### src/hw/rtl/srrw_pkg.sv
`timescale 1ns / 1ps
// ----------------------------------------------------------------------------
// srrw_pkg
// Shared types and constants of the selective-repeat receive window.
// ----------------------------------------------------------------------------
package srrw_pkg;

  localparam int WINDOW_SLOTS = 16;
  localparam int SLOT_W       = (WINDOW_SLOTS > 1) ? $clog2(WINDOW_SLOTS) : 1;

  localparam int NUM_W  = 24;             // datagram numbers and byte offsets
  localparam int LEN_W  = 16;             // datagram length
  localparam int OFF_W  = NUM_W + LEN_W;  // full product number * size
  localparam int TICK_W = 32;

  localparam logic [15:0] DGRAM_RST   = 16'd1000;
  localparam logic [15:0] TIMEOUT_RST = 16'd100;

  // configuration register indexes
  localparam logic [1:0] CFG_TOTAL   = 2'd0;
  localparam logic [1:0] CFG_DGRAM   = 2'd1;
  localparam logic [1:0] CFG_TIMEOUT = 2'd2;

  typedef enum logic [1:0] {
    SLOT_IDLE  = 2'd0,
    SLOT_REQ   = 2'd1,
    SLOT_ACKED = 2'd2
  } slot_st_t;

  typedef enum logic [1:0] {
    KIND_REQ  = 2'd0,
    KIND_DLV  = 2'd1,
    KIND_STAT = 2'd2
  } kind_t;

  typedef enum logic [3:0] {
    ST_IDLE,
    ST_FILL_MUL,
    ST_FILL,
    ST_TO_MUL,
    ST_TO_RD,
    ST_TO_CHK,
    ST_REL_MUL,
    ST_REL_RD,
    ST_REL_CHK,
    ST_STAT,
    ST_ACK_MUL,
    ST_ACK_WALK
  } state_t;

  // circular slot pointer step
  function automatic logic [SLOT_W-1:0] slot_inc(input logic [SLOT_W-1:0] s);
    slot_inc = (s == SLOT_W'(WINDOW_SLOTS - 1)) ? '0 : s + 1'b1;
  endfunction

endpackage

### src/hw/rtl/srrw_ram.sv
`timescale 1ns / 1ps
// ----------------------------------------------------------------------------
// srrw_ram
// Generic single-write, single-read RAM with registered read data.
// ----------------------------------------------------------------------------
module srrw_ram #(
  parameter  int WIDTH = 8,
  parameter  int DEPTH = 16,
  localparam int AW    = (DEPTH > 1) ? $clog2(DEPTH) : 1
) (
  input  logic             clk,
  input  logic             we,
  input  logic [AW-1:0]    waddr,
  input  logic [WIDTH-1:0] wdata,
  input  logic [AW-1:0]    raddr,
  output logic [WIDTH-1:0] rdata
);

  logic [WIDTH-1:0] mem [DEPTH];

  always_ff @(posedge clk) begin
    if (we) begin
      mem[waddr] <= wdata;
    end
    rdata <= mem[raddr];
  end

endmodule

### src/hw/rtl/selective_repeat_receive_window_unit.sv
`timescale 1ns / 1ps
// ----------------------------------------------------------------------------
// selective_repeat_receive_window_unit
// Receive-side window of a selective-repeat download: requests, resends and
// in-order release of datagrams, driven by tick and ack beats.
// ----------------------------------------------------------------------------
// Usage:
//   in_*   : one beat per event. in_mode 0 is a tick, 1 an ack carrying the
//            byte offset of a received datagram.
//   out_*  : result beats. A tick yields request beats (new fills, then
//            resends), deliver beats for slots released in order, and one
//            status beat with out_last set. An ack yields no beat.
//   cfg_*  : register writes; write only while the block is idle and no
//            result beat is pending.
// Sequence: a tick runs the new requests, the timeout scan over the open
//   window, the in-order releases and the status beat, in that order;
//   release stops at the first slot not yet acknowledged. Each scan step
//   reads a slot and then checks it, since the slot memories have
//   registered read data. An ack walks the window one datagram a cycle from
//   its start offset; in_ready is high only between items.
// Reset: window empty, tick counter zero, registers at their defaults. The
//   slot memories are not cleared; only slots inside the window are read and
//   each of them was written when it was filled.
// Stall: a one-beat output register holds the result; the sequencer waits
//   in place at a beat while that register is full and out_ready is low.
// ----------------------------------------------------------------------------
module selective_repeat_receive_window_unit
  import srrw_pkg::*;
(
  input  logic              clk,
  input  logic              rst_n,
  // input channel
  input  logic              in_valid,
  output logic              in_ready,
  input  logic              in_mode,
  input  logic [NUM_W-1:0]  in_ack_offset,
  // result channel
  output logic              out_valid,
  input  logic              out_ready,
  output logic [1:0]        out_kind,
  output logic [NUM_W-1:0]  out_byte_offset,
  output logic [LEN_W-1:0]  out_byte_length,
  output logic              out_done_res,
  output logic              out_last,
  // configuration
  input  logic              cfg_we,
  input  logic [1:0]        cfg_index,
  input  logic [NUM_W-1:0]  cfg_wdata
);

  // config registers
  logic [NUM_W-1:0]  total_r;
  logic [LEN_W-1:0]  dgram_r;
  logic [LEN_W-1:0]  timeout_r;

  // control state
  state_t            state_r, state_nxt;
  logic [NUM_W-1:0]  begin_r, begin_nxt;
  logic [NUM_W-1:0]  end_r, end_nxt;
  logic [SLOT_W-1:0] begin_slot_r, begin_slot_nxt;
  logic [SLOT_W-1:0] end_slot_r, end_slot_nxt;
  logic [TICK_W-1:0] tick_r, tick_nxt;

  // working registers (no reset)
  logic [OFF_W-1:0]  off_r, off_nxt;       // byte offset of the cursor datagram
  logic [NUM_W-1:0]  idx_r, idx_nxt;       // scan cursor datagram number
  logic [SLOT_W-1:0] idx_slot_r, idx_slot_nxt;
  logic [NUM_W-1:0]  ack_off_r, ack_off_nxt;

  // output register
  logic              out_valid_r;
  kind_t             out_kind_r;
  logic [NUM_W-1:0]  out_off_r;
  logic [LEN_W-1:0]  out_len_r;
  logic              out_done_r;
  logic              out_last_r;

  // emit request from the sequencer
  logic              emit;
  kind_t             emit_kind;
  logic [NUM_W-1:0]  emit_off;
  logic [LEN_W-1:0]  emit_len;
  logic              emit_done;
  logic              emit_last;
  logic              emit_ok;

  // slot memories
  logic              st_we, tk_we;
  logic [SLOT_W-1:0] st_waddr, tk_waddr, rd_addr;
  logic [1:0]        st_wdata, st_rdata;
  logic [TICK_W-1:0] tk_wdata, tk_rdata;

  // datapath
  logic [LEN_W-1:0]  dsize;
  logic [NUM_W-1:0]  mul_a;
  logic [OFF_W-1:0]  prod;
  logic [OFF_W-1:0]  total_w;
  logic [OFF_W-1:0]  remain;
  logic [OFF_W-1:0]  off_step;
  logic              past_total;
  logic [LEN_W-1:0]  cur_len;
  logic [NUM_W-1:0]  got_bytes;
  logic [NUM_W-1:0]  occupancy;
  logic [TICK_W-1:0] age;
  logic [OFF_W-1:0]  ack_w;
  logic              in_fire;

  srrw_ram #(.WIDTH(2), .DEPTH(WINDOW_SLOTS)) u_status_ram (
    .clk   (clk),
    .we    (st_we),
    .waddr (st_waddr),
    .wdata (st_wdata),
    .raddr (rd_addr),
    .rdata (st_rdata)
  );

  srrw_ram #(.WIDTH(TICK_W), .DEPTH(WINDOW_SLOTS)) u_tick_ram (
    .clk   (clk),
    .we    (tk_we),
    .waddr (tk_waddr),
    .wdata (tk_wdata),
    .raddr (rd_addr),
    .rdata (tk_rdata)
  );

  // a zero datagram size counts as one byte
  assign dsize = (dgram_r == '0) ? LEN_W'(1) : dgram_r;

  // one multiplier: datagram number times size, registered into off_r
  assign mul_a = (state_r == ST_FILL_MUL) ? end_r : begin_r;
  assign prod  = OFF_W'(mul_a) * OFF_W'(dsize);

  // length of the datagram at off_r, and bytes delivered so far
  assign total_w    = OFF_W'(total_r);
  assign past_total = (off_r >= total_w);
  assign remain     = total_w - off_r;
  assign cur_len    = past_total ? '0 :
                      (remain < OFF_W'(dsize)) ? remain[LEN_W-1:0] : dsize;
  assign got_bytes  = past_total ? total_r : off_r[NUM_W-1:0];
  assign off_step   = off_r + OFF_W'(dsize);

  assign occupancy = end_r - begin_r;
  assign age       = tick_r - tk_rdata;
  assign ack_w     = OFF_W'(ack_off_r);

  assign in_ready = (state_r == ST_IDLE);
  assign in_fire  = in_valid && in_ready;
  assign emit_ok  = !out_valid_r || out_ready;

  // next state and outputs of the sequencer
  always_comb begin
    state_nxt      = state_r;
    begin_nxt      = begin_r;
    end_nxt        = end_r;
    begin_slot_nxt = begin_slot_r;
    end_slot_nxt   = end_slot_r;
    tick_nxt       = tick_r;
    off_nxt        = off_r;
    idx_nxt        = idx_r;
    idx_slot_nxt   = idx_slot_r;
    ack_off_nxt    = ack_off_r;

    emit      = 1'b0;
    emit_kind = KIND_REQ;
    emit_off  = off_r[NUM_W-1:0];
    emit_len  = cur_len;
    emit_done = 1'b0;
    emit_last = 1'b0;

    st_we    = 1'b0;
    st_waddr = idx_slot_r;
    st_wdata = SLOT_IDLE;
    tk_we    = 1'b0;
    tk_waddr = idx_slot_r;
    tk_wdata = tick_r;
    rd_addr  = idx_slot_r;

    case (state_r)
      ST_IDLE: begin
        if (in_fire) begin
          if (in_mode) begin
            ack_off_nxt = in_ack_offset;
            state_nxt   = ST_ACK_MUL;
          end else begin
            tick_nxt  = tick_r + 1'b1;
            state_nxt = ST_FILL_MUL;
          end
        end
      end

      ST_FILL_MUL: begin
        off_nxt   = prod;
        state_nxt = ST_FILL;
      end

      // new requests at the window end
      ST_FILL: begin
        if (occupancy < NUM_W'(WINDOW_SLOTS - 1) && !past_total) begin
          if (emit_ok) begin
            emit         = 1'b1;
            st_we        = 1'b1;
            st_waddr     = end_slot_r;
            st_wdata     = SLOT_REQ;
            tk_we        = 1'b1;
            tk_waddr     = end_slot_r;
            end_nxt      = end_r + 1'b1;
            end_slot_nxt = slot_inc(end_slot_r);
            off_nxt      = off_step;
          end
        end else begin
          state_nxt = ST_TO_MUL;
        end
      end

      ST_TO_MUL: begin
        off_nxt      = prod;
        idx_nxt      = begin_r;
        idx_slot_nxt = begin_slot_r;
        state_nxt    = ST_TO_RD;
      end

      // timeout scan, one slot per read
      ST_TO_RD: begin
        state_nxt = (idx_r == end_r) ? ST_REL_MUL : ST_TO_CHK;
      end

      ST_TO_CHK: begin
        if (st_rdata == SLOT_REQ && age > TICK_W'(timeout_r)) begin
          if (emit_ok) begin
            emit         = 1'b1;
            tk_we        = 1'b1;
            idx_nxt      = idx_r + 1'b1;
            idx_slot_nxt = slot_inc(idx_slot_r);
            off_nxt      = off_step;
            state_nxt    = ST_TO_RD;
          end
        end else begin
          idx_nxt      = idx_r + 1'b1;
          idx_slot_nxt = slot_inc(idx_slot_r);
          off_nxt      = off_step;
          state_nxt    = ST_TO_RD;
        end
      end

      ST_REL_MUL: begin
        off_nxt   = prod;
        state_nxt = ST_REL_RD;
      end

      // in-order release from the window start
      ST_REL_RD: begin
        rd_addr   = begin_slot_r;
        state_nxt = (begin_r == end_r) ? ST_STAT : ST_REL_CHK;
      end

      ST_REL_CHK: begin
        rd_addr = begin_slot_r;
        if (st_rdata == SLOT_ACKED) begin
          if (emit_ok) begin
            emit           = 1'b1;
            emit_kind      = KIND_DLV;
            st_we          = 1'b1;
            st_waddr       = begin_slot_r;
            st_wdata       = SLOT_IDLE;
            begin_nxt      = begin_r + 1'b1;
            begin_slot_nxt = slot_inc(begin_slot_r);
            off_nxt        = off_step;
            state_nxt      = ST_REL_RD;
          end
        end else begin
          state_nxt = ST_STAT;
        end
      end

      // off_r is begin * size here
      ST_STAT: begin
        if (emit_ok) begin
          emit      = 1'b1;
          emit_kind = KIND_STAT;
          emit_off  = got_bytes;
          emit_len  = '0;
          emit_done = past_total;
          emit_last = 1'b1;
          state_nxt = ST_IDLE;
        end
      end

      ST_ACK_MUL: begin
        off_nxt      = prod;
        idx_nxt      = begin_r;
        idx_slot_nxt = begin_slot_r;
        state_nxt    = ST_ACK_WALK;
      end

      // walk the window until the acked offset falls into a datagram
      ST_ACK_WALK: begin
        if (idx_r == end_r || ack_w < off_r) begin
          state_nxt = ST_IDLE;
        end else if (ack_w < off_step) begin
          st_we     = 1'b1;
          st_wdata  = SLOT_ACKED;
          state_nxt = ST_IDLE;
        end else begin
          idx_nxt      = idx_r + 1'b1;
          idx_slot_nxt = slot_inc(idx_slot_r);
          off_nxt      = off_step;
        end
      end

      default: begin
        state_nxt = ST_IDLE;
      end
    endcase
  end

  always_ff @(posedge clk) begin
    if (!rst_n) begin
      state_r      <= ST_IDLE;
      begin_r      <= '0;
      end_r        <= '0;
      begin_slot_r <= '0;
      end_slot_r   <= '0;
      tick_r       <= '0;
      out_valid_r  <= 1'b0;
      total_r      <= '0;
      dgram_r      <= DGRAM_RST;
      timeout_r    <= TIMEOUT_RST;
    end else begin
      state_r      <= state_nxt;
      begin_r      <= begin_nxt;
      end_r        <= end_nxt;
      begin_slot_r <= begin_slot_nxt;
      end_slot_r   <= end_slot_nxt;
      tick_r       <= tick_nxt;
      if (emit) begin
        out_valid_r <= 1'b1;
      end else if (out_ready) begin
        out_valid_r <= 1'b0;
      end
      if (cfg_we) begin
        case (cfg_index)
          CFG_TOTAL:   total_r   <= cfg_wdata;
          CFG_DGRAM:   dgram_r   <= cfg_wdata[LEN_W-1:0];
          CFG_TIMEOUT: timeout_r <= cfg_wdata[LEN_W-1:0];
          default: ;
        endcase
      end
    end
  end

  always_ff @(posedge clk) begin
    off_r      <= off_nxt;
    idx_r      <= idx_nxt;
    idx_slot_r <= idx_slot_nxt;
    ack_off_r  <= ack_off_nxt;
    if (emit) begin
      out_kind_r <= emit_kind;
      out_off_r  <= emit_off;
      out_len_r  <= emit_len;
      out_done_r <= emit_done;
      out_last_r <= emit_last;
    end
  end

  assign out_valid       = out_valid_r;
  assign out_kind        = out_kind_r;
  assign out_byte_offset = out_off_r;
  assign out_byte_length = out_len_r;
  assign out_done_res    = out_done_r;
  assign out_last        = out_last_r;

`ifndef SYNTHESIS
  // window never holds more than WINDOW_SLOTS-1 datagrams
  a_window_bound: assert property (@(posedge clk) disable iff (!rst_n)
    (begin_r <= end_r) && (occupancy <= NUM_W'(WINDOW_SLOTS - 1)))
    else $error("window bounds violated");

  // window start only moves forward
  a_begin_mono: assert property (@(posedge clk) disable iff (!rst_n)
    rst_n |=> (begin_r >= $past(begin_r)))
    else $error("window start moved back");

  // time advances by one on each tick and only then
  a_tick_step: assert property (@(posedge clk) disable iff (!rst_n)
    (in_fire && !in_mode) |=> (tick_r == $past(tick_r) + 1'b1))
    else $error("tick counter step wrong");

  // the final beat of a run is the status beat
  a_last_is_status: assert property (@(posedge clk) disable iff (!rst_n)
    out_valid_r |-> (out_last_r == (out_kind_r == KIND_STAT)))
    else $error("last flag and status kind disagree");

  // a slot pointer tracks its datagram number modulo the window size
  a_ptr_sync: assert property (@(posedge clk) disable iff (!rst_n)
    (begin_r == end_r) |-> (begin_slot_r == end_slot_r))
    else $error("slot pointers out of step");
`endif

endmodule

### config.mk
export PLATFORM = sky130hd
export DESIGN_NAME = selective_repeat_receive_window_unit
export DESIGN_NICKNAME = d
export VERILOG_FILES = /design/src/hw/rtl/srrw_pkg.sv /design/src/hw/rtl/srrw_ram.sv /design/src/hw/rtl/selective_repeat_receive_window_unit.sv
export SDC_FILE = /design/constraint.sdc
export NUM_CORES = 2
export LEC_CHECK = 0
export BUFFER_PORTS_ARGS = -buffer_cell sky130_fd_sc_hd__buf_2
export CORE_AREA = 3 3 302 304
export CTS_CLUSTER_DIAMETER = 100
export CTS_CLUSTER_SIZE = 24
export DETAILED_ROUTE_END_ITERATION = 12
export DIE_AREA = 0 0 305 307
export PLACE_DENSITY = 0.8
export SYNTH_ARGS = -nofsm -noshare
export SYNTH_HDL_FRONTEND = slang
export SYNTH_SLANG_ARGS = --single-unit
### constraint.sdc
create_clock -name clk -period 10.7 [get_ports clk]
set_clock_uncertainty 0.05 [all_clocks]
set_input_delay 2.14 -clock clk [delete_from_list [all_inputs] [get_ports clk]]
set_output_delay 2.14 -clock clk [all_outputs]
set_load 0.005 [all_outputs]
Yosys cells after proc, flatten, opt, wreduce, memory -nomap -nowiden
Memory sizes are Yosys's and may differ from the RTL's. A register that Yosys moved wholly into a read port is not among the register bits.
Index checks and enable logic that the tools add are counted.

word-level totals
  register bits after elaboration = 285
  bits in writable memories = 544
  memories = 2

operators by class
  add/subtract/negate cells = 11
  multipliers = 1
  $lt $le $gt $ge = 6
  equal/unequal tests = 30
  mux-type cells = 72
  bitwise operators = 1
  reduce and logical (&&, ||, !) cells = 27

memories
  memory            depth  width  rd ports  clocked after Yosys merged registers in  write ports  RTL line        text
  u_tick_ram.mem    16     32     1         1                                        1            srrw_ram.sv:19  logic [WIDTH-1:0] mem [DEPTH];
  u_status_ram.mem  16     2      1         1                                        1            srrw_ram.sv:19

operator list
  operator                                                     count
  two-way mux 40 bit                                           6
  one-hot mux 40 bit (5 select lines)                          1
  two-way mux 24 bit                                           8
  two-way mux 4 bit                                            23
  less-than comparator 24 x 40 -> 1 bit                        2
  two-way mux 16 bit                                           5
  adder 24 x 1 -> 24 bit, second input constant                3
  one-hot mux 24 bit (3 select lines)                          1
  equality test 24 bit                                         2
  one-hot mux 4 bit (12 select lines)                          1
  adder 40 x 16 -> 40 bit                                      1
  greater-or-equal comparator 40 x 24 -> 1 bit                 1
  less-than comparator 40 x 16 -> 1 bit                        1
  multiplier 24 x 16 -> 40 bit                                 1
  subtractor 24 x 40 -> 40 bit                                 1
  adder 32 x 1 -> 32 bit, second input constant                1
  > comparator 32 x 16 -> 1 bit                                1
  subtractor 32 bit                                            1
  equality test 4 bit, second input constant                   7
  less-than comparator 24 x 4 -> 1 bit, second input constant  1
  subtractor 24 bit                                            1
  equality test 4 x 3 -> 1 bit, second input constant          4
  logical NOT 16 bit                                           1
  two-way mux 1 bit                                            16
  other kinds (31)                                             58

Logic depth before layout (Yosys ltp)
  depth after elaboration = 9
  gate-level depth with buffers = 35
  mapped depth without buffers = 31

Cells and area by module
From an unflattened synthesis, not the netlist that was laid out.

second synthesis, totals
  cells, all modules = 5211
  area, all modules = 56231.4 sq um

modules (own cells, without submodules)
  module                                instances  cells each  area each (sq um)  sequential area each (sq um)
  selective_repeat_receive_window_unit  1          4295        35016.1            7066.8
  srrw_ram at u_tick_ram                1          838         19835.3            16015.4
  srrw_ram at u_status_ram              1          78          1380.1             1001.0

Worst setup path before layout
Ideal clock, no wire load.

  path kind = register to register
  start = reg dgram_r[9]
  end = reg idx_r[0] (enable)
  library setup time = 456 ps
  arrival time = 7986 ps
  required time = 10194 ps
  slack = 2208 ps
  cell stages (with the launch flop) = 28
  buffers on the path = 2
  clock period less this slack = 8492 ps
  path through = dfxtp_1 -> clkbuf_1 -> nor4_1 -> and4_1 -> nor2_1 -> clkinv_1 -> clkbuf_1 -> ha_1 -> fa_1 -> a211oi_1 -> nor2_1 -> o31ai_1 -> a21oi_1 -> a311oi_1 -> o21bai_1 -> a21oi_1 -> o21a_1 -> nor3_1 -> xnor2_1 -> inv_1 -> ha_1 -> nand3_1 -> a21oi_1 -> or3b_2 -> nor4_1 -> nand3_1 -> o21ai_0 -> a21boi_0

on the way
  word-level cells in the longest chain between the ends = 6

RTL lines
  what                                       RTL line                                     text
  from (decl)                                selective_repeat_receive_window_unit.sv:53   logic [LEN_W-1:0] dgram_r;
  from (signal assigned)                     selective_repeat_receive_window_unit.sv:343  CFG_DGRAM: dgram_r <= cfg_wdata[LEN_W-1:0];
  logical NOT 16 bit                         selective_repeat_receive_window_unit.sv:127  assign dsize = (dgram_r == '0) ? LEN_W'(1) : dgram_r;
  two-way mux 16 bit (*)                     selective_repeat_receive_window_unit.sv:127
  adder 40 x 16 -> 40 bit (*)                selective_repeat_receive_window_unit.sv:140  assign off_step = off_r + OFF_W'(dsize);
  less-than comparator 24 x 40 -> 1 bit (*)  selective_repeat_receive_window_unit.sv:299  end else if (ack_w < off_step) begin
  != test 2 bit (no line) (*)                n/a
  AND reduction 4 bit (no line) (*)          n/a
  to (signal assigned)                       selective_repeat_receive_window_unit.sv:353  idx_r <= idx_nxt;
  to (decl)                                  selective_repeat_receive_window_unit.sv:66   logic [NUM_W-1:0] idx_r, idx_nxt;

Every way passes the cells marked *; elsewhere a longest branch is shown, timed or not.
A chain may end at the register's enable or synchronous reset.

Worst setup path in the final report
  start = reg state_r[0]
  end = reg off_r[39] (data pin)

on the way
  word-level cells in the longest chain between the ends = 4
  elaborated cells on any way between the ends = 12
  classes of those cells = mul: 1; eq/ne: 8; mux: 2; reduce/logical: 1

RTL lines
  what                                     RTL line                                                                                  text
  from (decl)                              selective_repeat_receive_window_unit.sv:57                                                state_t state_r, state_nxt;
  from (signal assigned)                   selective_repeat_receive_window_unit.sv:329                                               state_r <= state_nxt;
  equality test 4 x 1 -> 1 bit             selective_repeat_receive_window_unit.sv:130, selective_repeat_receive_window_unit.sv:178
  two-way mux 24 bit                       selective_repeat_receive_window_unit.sv:130                                               assign mul_a = (state_r == ST_FILL_MUL) ? end_r : begin_r;
  multiplier 24 x 16 -> 40 bit             selective_repeat_receive_window_unit.sv:131                                               assign prod = OFF_W'(mul_a) * OFF_W'(dsize);
  one-hot mux 40 bit (5 select lines) (*)  selective_repeat_receive_window_unit.sv:178                                               case (state_r)
  net off_nxt[39]                          selective_repeat_receive_window_unit.sv:65                                                logic [OFF_W-1:0] off_r, off_nxt;
  to (signal assigned)                     selective_repeat_receive_window_unit.sv:352                                               off_r <= off_nxt;
  to (decl)                                selective_repeat_receive_window_unit.sv:65

Mark *: on every way through the listed nets, which the timed path passes. The rest lies on a longest branch.

==> flow_summary_export.csv <==
group,metric,value,unit
run_status,status,"finished clean",
power_and_ir_drop,p_switching,3.82,mW
drt,drtIter0Drc,4815,
global_routing,grt_usage,33.7,%
global_routing,grt-busiest-layer,"met2",
yosys,yosysMostFrequentCell,"edfxtp_1",
setup_path,timing.rr.start,"state_r[0]",
yosys,synth_edf_count,680,
drt,route.detailed.drc,0,
global_routing,antenna_found_initial,3,
clocking,cts-hold-fix-buffers,0,
power_and_ir_drop,power.share.sequential,42.5,%
yosys,synthArstFlopShare,0,%
die,rows,109,
timing,slew_violations,0,
power_and_ir_drop,power.share.clock,19.7,%
yosys,synth_area_leaders,"edfxtp_1 (36%), fa_1 (11%), dfxtp_1 (6.5%)",
clocking,clock-root-buffer,"clkbuf_16",
die,die_h,307,um
global_routing,grt_max_degree,137,
run,drv_cap,0,
place,hpwl,111,mm
yosys,avgSynthCellArea,10.8,um^2
place,io_buffer_count,101,
power_and_ir_drop,p_comb_share,37.8,%
global_routing,grt_pass1_wl,242,mm
worst_hold_path,worstHoldStart,"timeout_r[7]",
setup_path,cp-end-kind,"flip-flop",
global_routing,use_met1,48.2,%
cells_and_area,syn2layout_area_growth,6.03,%
place,dp.cells,6358,
drt,vias,42000,
power_and_ir_drop,power_density,167,nW/um^2
setup_path,worstSetupPathType,"flip-flop to flip-flop",
drt,antenna_left,0,
timing,finalHoldViolCount,0,
yosys,syn-num-nets,5908,
cells_and_area,insertedDiodeCount,0,
timing,rsz0062_at_grt,"no",
cells_and_area,fin_util,67.8,%
die,die_w,305,um
yosys,synth_common_cells,"edfxtp_1 (680), nand2_1 (589), inv_1 (518), nor2_1 (365), a21oi_1 (331)",
clocking,insertion_delay,0.67,ns
setup_path,ff2ff_path_depth,29,
setup_path,required,11.06,ns
global_routing,grt_pass1_vias,40900,
drt,vias_per_cell,6.52,
cells_and_area,drive_above_1_share,9.15,%
yosys,ys.flop_type,"edfxtp_1",
place,place.gp.congestion,0.992,
power_and_ir_drop,p_sw_share,38.1,%
worst_hold_path,holdPathStages,2,
die,start_util,63.9,%
timing,period_share,88.4,%
timing,period_minus_slack,9.46,ns
yosys,synth_warnings,0,
worst_hold_path,hold_class,"flip-flop to flip-flop",
die,core_region_area,88500,um^2
clocking,clockBufferDepth,3,
setup_path,r2r_slack,1.24,ns
yosys,netlist_area,56600,um^2
yosys,synth-seq-cells,863,
yosys,ys_types,103,
timing,worstMarginPinSlew,1.22,ns
setup_path,arrival,9.82,ns
drt,firstDrtPassIters,8,
yosys,synthCells,5252,
clocking,cts_sinks,863,
power_and_ir_drop,p_leak,22.2,nW
setup_path,path_common_cell,"fa_1",
yosys,synth_area_leader_cell,"edfxtp_1",
timing,setup_viol,0,
setup_path,crit_fanout,32,
global_routing,grt-ovfl-total,0,
die,io_pins,102,
clocking,cts_tree,"built",
cells_and_area,finalNetCount,5896,
drt,routedWlPerCell,24.5,um
clocking,cts_max_level,2,
timing,setup_tns,0,ns
yosys,synth_top_area_share,36.1,%
timing,fmax,0.106,GHz
clocking,clk_pin_slew,0.11,ns
yosys,seq_area_frac_synth,42.6,%
clocking,cts_setup_buffers,0,
power_and_ir_drop,vdd_drop_max,0.305,mV
power_and_ir_drop,internal_power,6.21,mW
setup_path,critPathMaxStageDelay,0.79,ns
setup_path,crit_path_start,"state_r[0]",
drt,routed_wl,158,mm
clocking,numCtsBuffers,45,
setup_path,cp_slowest_cell,"a21oi_1",
setup_path,critPathLaunchType,"flip-flop",
die,die-area,93600,um^2
global_routing,grt_util_met3,6.87,%
timing,max-slew-margin-rel,18.4,%
cells_and_area,instances_no_fill,6442,
clocking,cts_resized,0,
global_routing,grt_use_met2,50.7,%
[cell usage in the layout (no fill, tap or decap), types with 27 or more instances in the layout]
cell type / n
edfxtp_1: 680
nand2_1: 589
inv_1: 517
nor2_1: 347
a21oi_1: 328
fa_1: 310
ha_1: 290
dfxtp_1: 183
o21ai_0: 168
mux4_2: 136
xnor2_1: 131
buf_2: 101
xor2_1: 97
buf_4: 97
and2_1: 92
nand3_1: 84
a21o_1: 81
a211oi_1: 78
mux2i_1: 71
and3_1: 68
nor3_1: 67
nor2b_1: 52
nand4_1: 52
clkbuf_16: 46
nor4_1: 42
o211ai_1: 36
o21ai_1: 35
o21a_1: 30
a31oi_1: 27
[per-layer routing]
metal,vias up,routed length (um)
li1,18600,-
met1,20400,62900
met2,2509,69700
met3,438,18100
met4,4,7370
met5,-,27
[power groups by stage]
stage	clock network, mW	registers (mW)	logic (mW)
3_5_place_dp	0	4.32	3.70
2_1_floorplan	0	4.15	2.80
5_1_grt	2.12	4.29	4.14
3_3_place_gp	0	4.31	3.62
4_1_cts	2.00	4.25	3.72
6_report	1.98	4.27	3.79
[critical path: cells and delay by family (launching register included)]
family,cells,cell delay (ns)
AO/OA/AOI/OAI,12,3.34
XOR/XNOR,1,0.20
adder cells (fa/ha/maj),7,3.30
buffers and inverters,5,0.49
flip-flops,1,0.74
AND/OR/NAND/NOR,4,1.07
[final cells by class]
type | instances | area [um^2]
clock buffer | 72 | 1260
clock inverter | 12 | 175
fill | 6438 | 28500
inverter | 527 | 1980
multi-input combinational | 3603 | 29800
sequential | 863 | 24100
tap | 1165 | 1460
timing repair buffer | 200 | 1270
[registers in the layout, summed over array words and instances (netlist names), 4 cells and up]
register          flops
begin_slot_r          4
state_r               4
total_r              24
end_r                24
ack_off_r            24
tick_r               32
end_slot_r            4
off_r                40
out_byte_offset      24
dgram_r              16
timeout_r            16
u_tick_ram.mem      512
u_tick_ram.rdata     32
u_status_ram.mem     32
idx_slot_r            4
begin_r              24
idx_r                24
out_byte_length      16
[kinds of logic (layout without fill, tap and decap cells)]
| group | after synthesis | after routing | synth area share (%) |
|---|---|---|---|
| buffers and inverters | 786 | 811 | 5.26 |
| adders and majority gates | 600 | 600 | 17.4 |
| AOI/OAI and AO/OA | 999 | 999 | 11.3 |
| xor gates and xnor gates | 228 | 228 | 3.53 |
| muxes | 222 | 222 | 6.96 |
| and+or+nand+nor | 1554 | 1554 | 13.1 |
| DFF | 863 | 863 | 42.6 |
[through the flow]
step                area, um^2  hold slack, ns  power, mW  setup slack [ns]
floorplan                56600           0.386       6.95              2.21
global placement         58600           0.396       7.93              1.52
detailed placement       58600           0.400       8.03              1.31
CTS                      60000           0.414       9.97              1.32
global route             60000           0.447       10.5             0.706
finish                   60000           0.415       10.0              1.24
[final timing paths]
path	to
worst max-delay path	off_r[39]
worst max register to register	off_r[39]
worst min register to register	timeout_r[7]
worst min-delay path	timeout_r[7]
(Power assumes the default switching activity.)
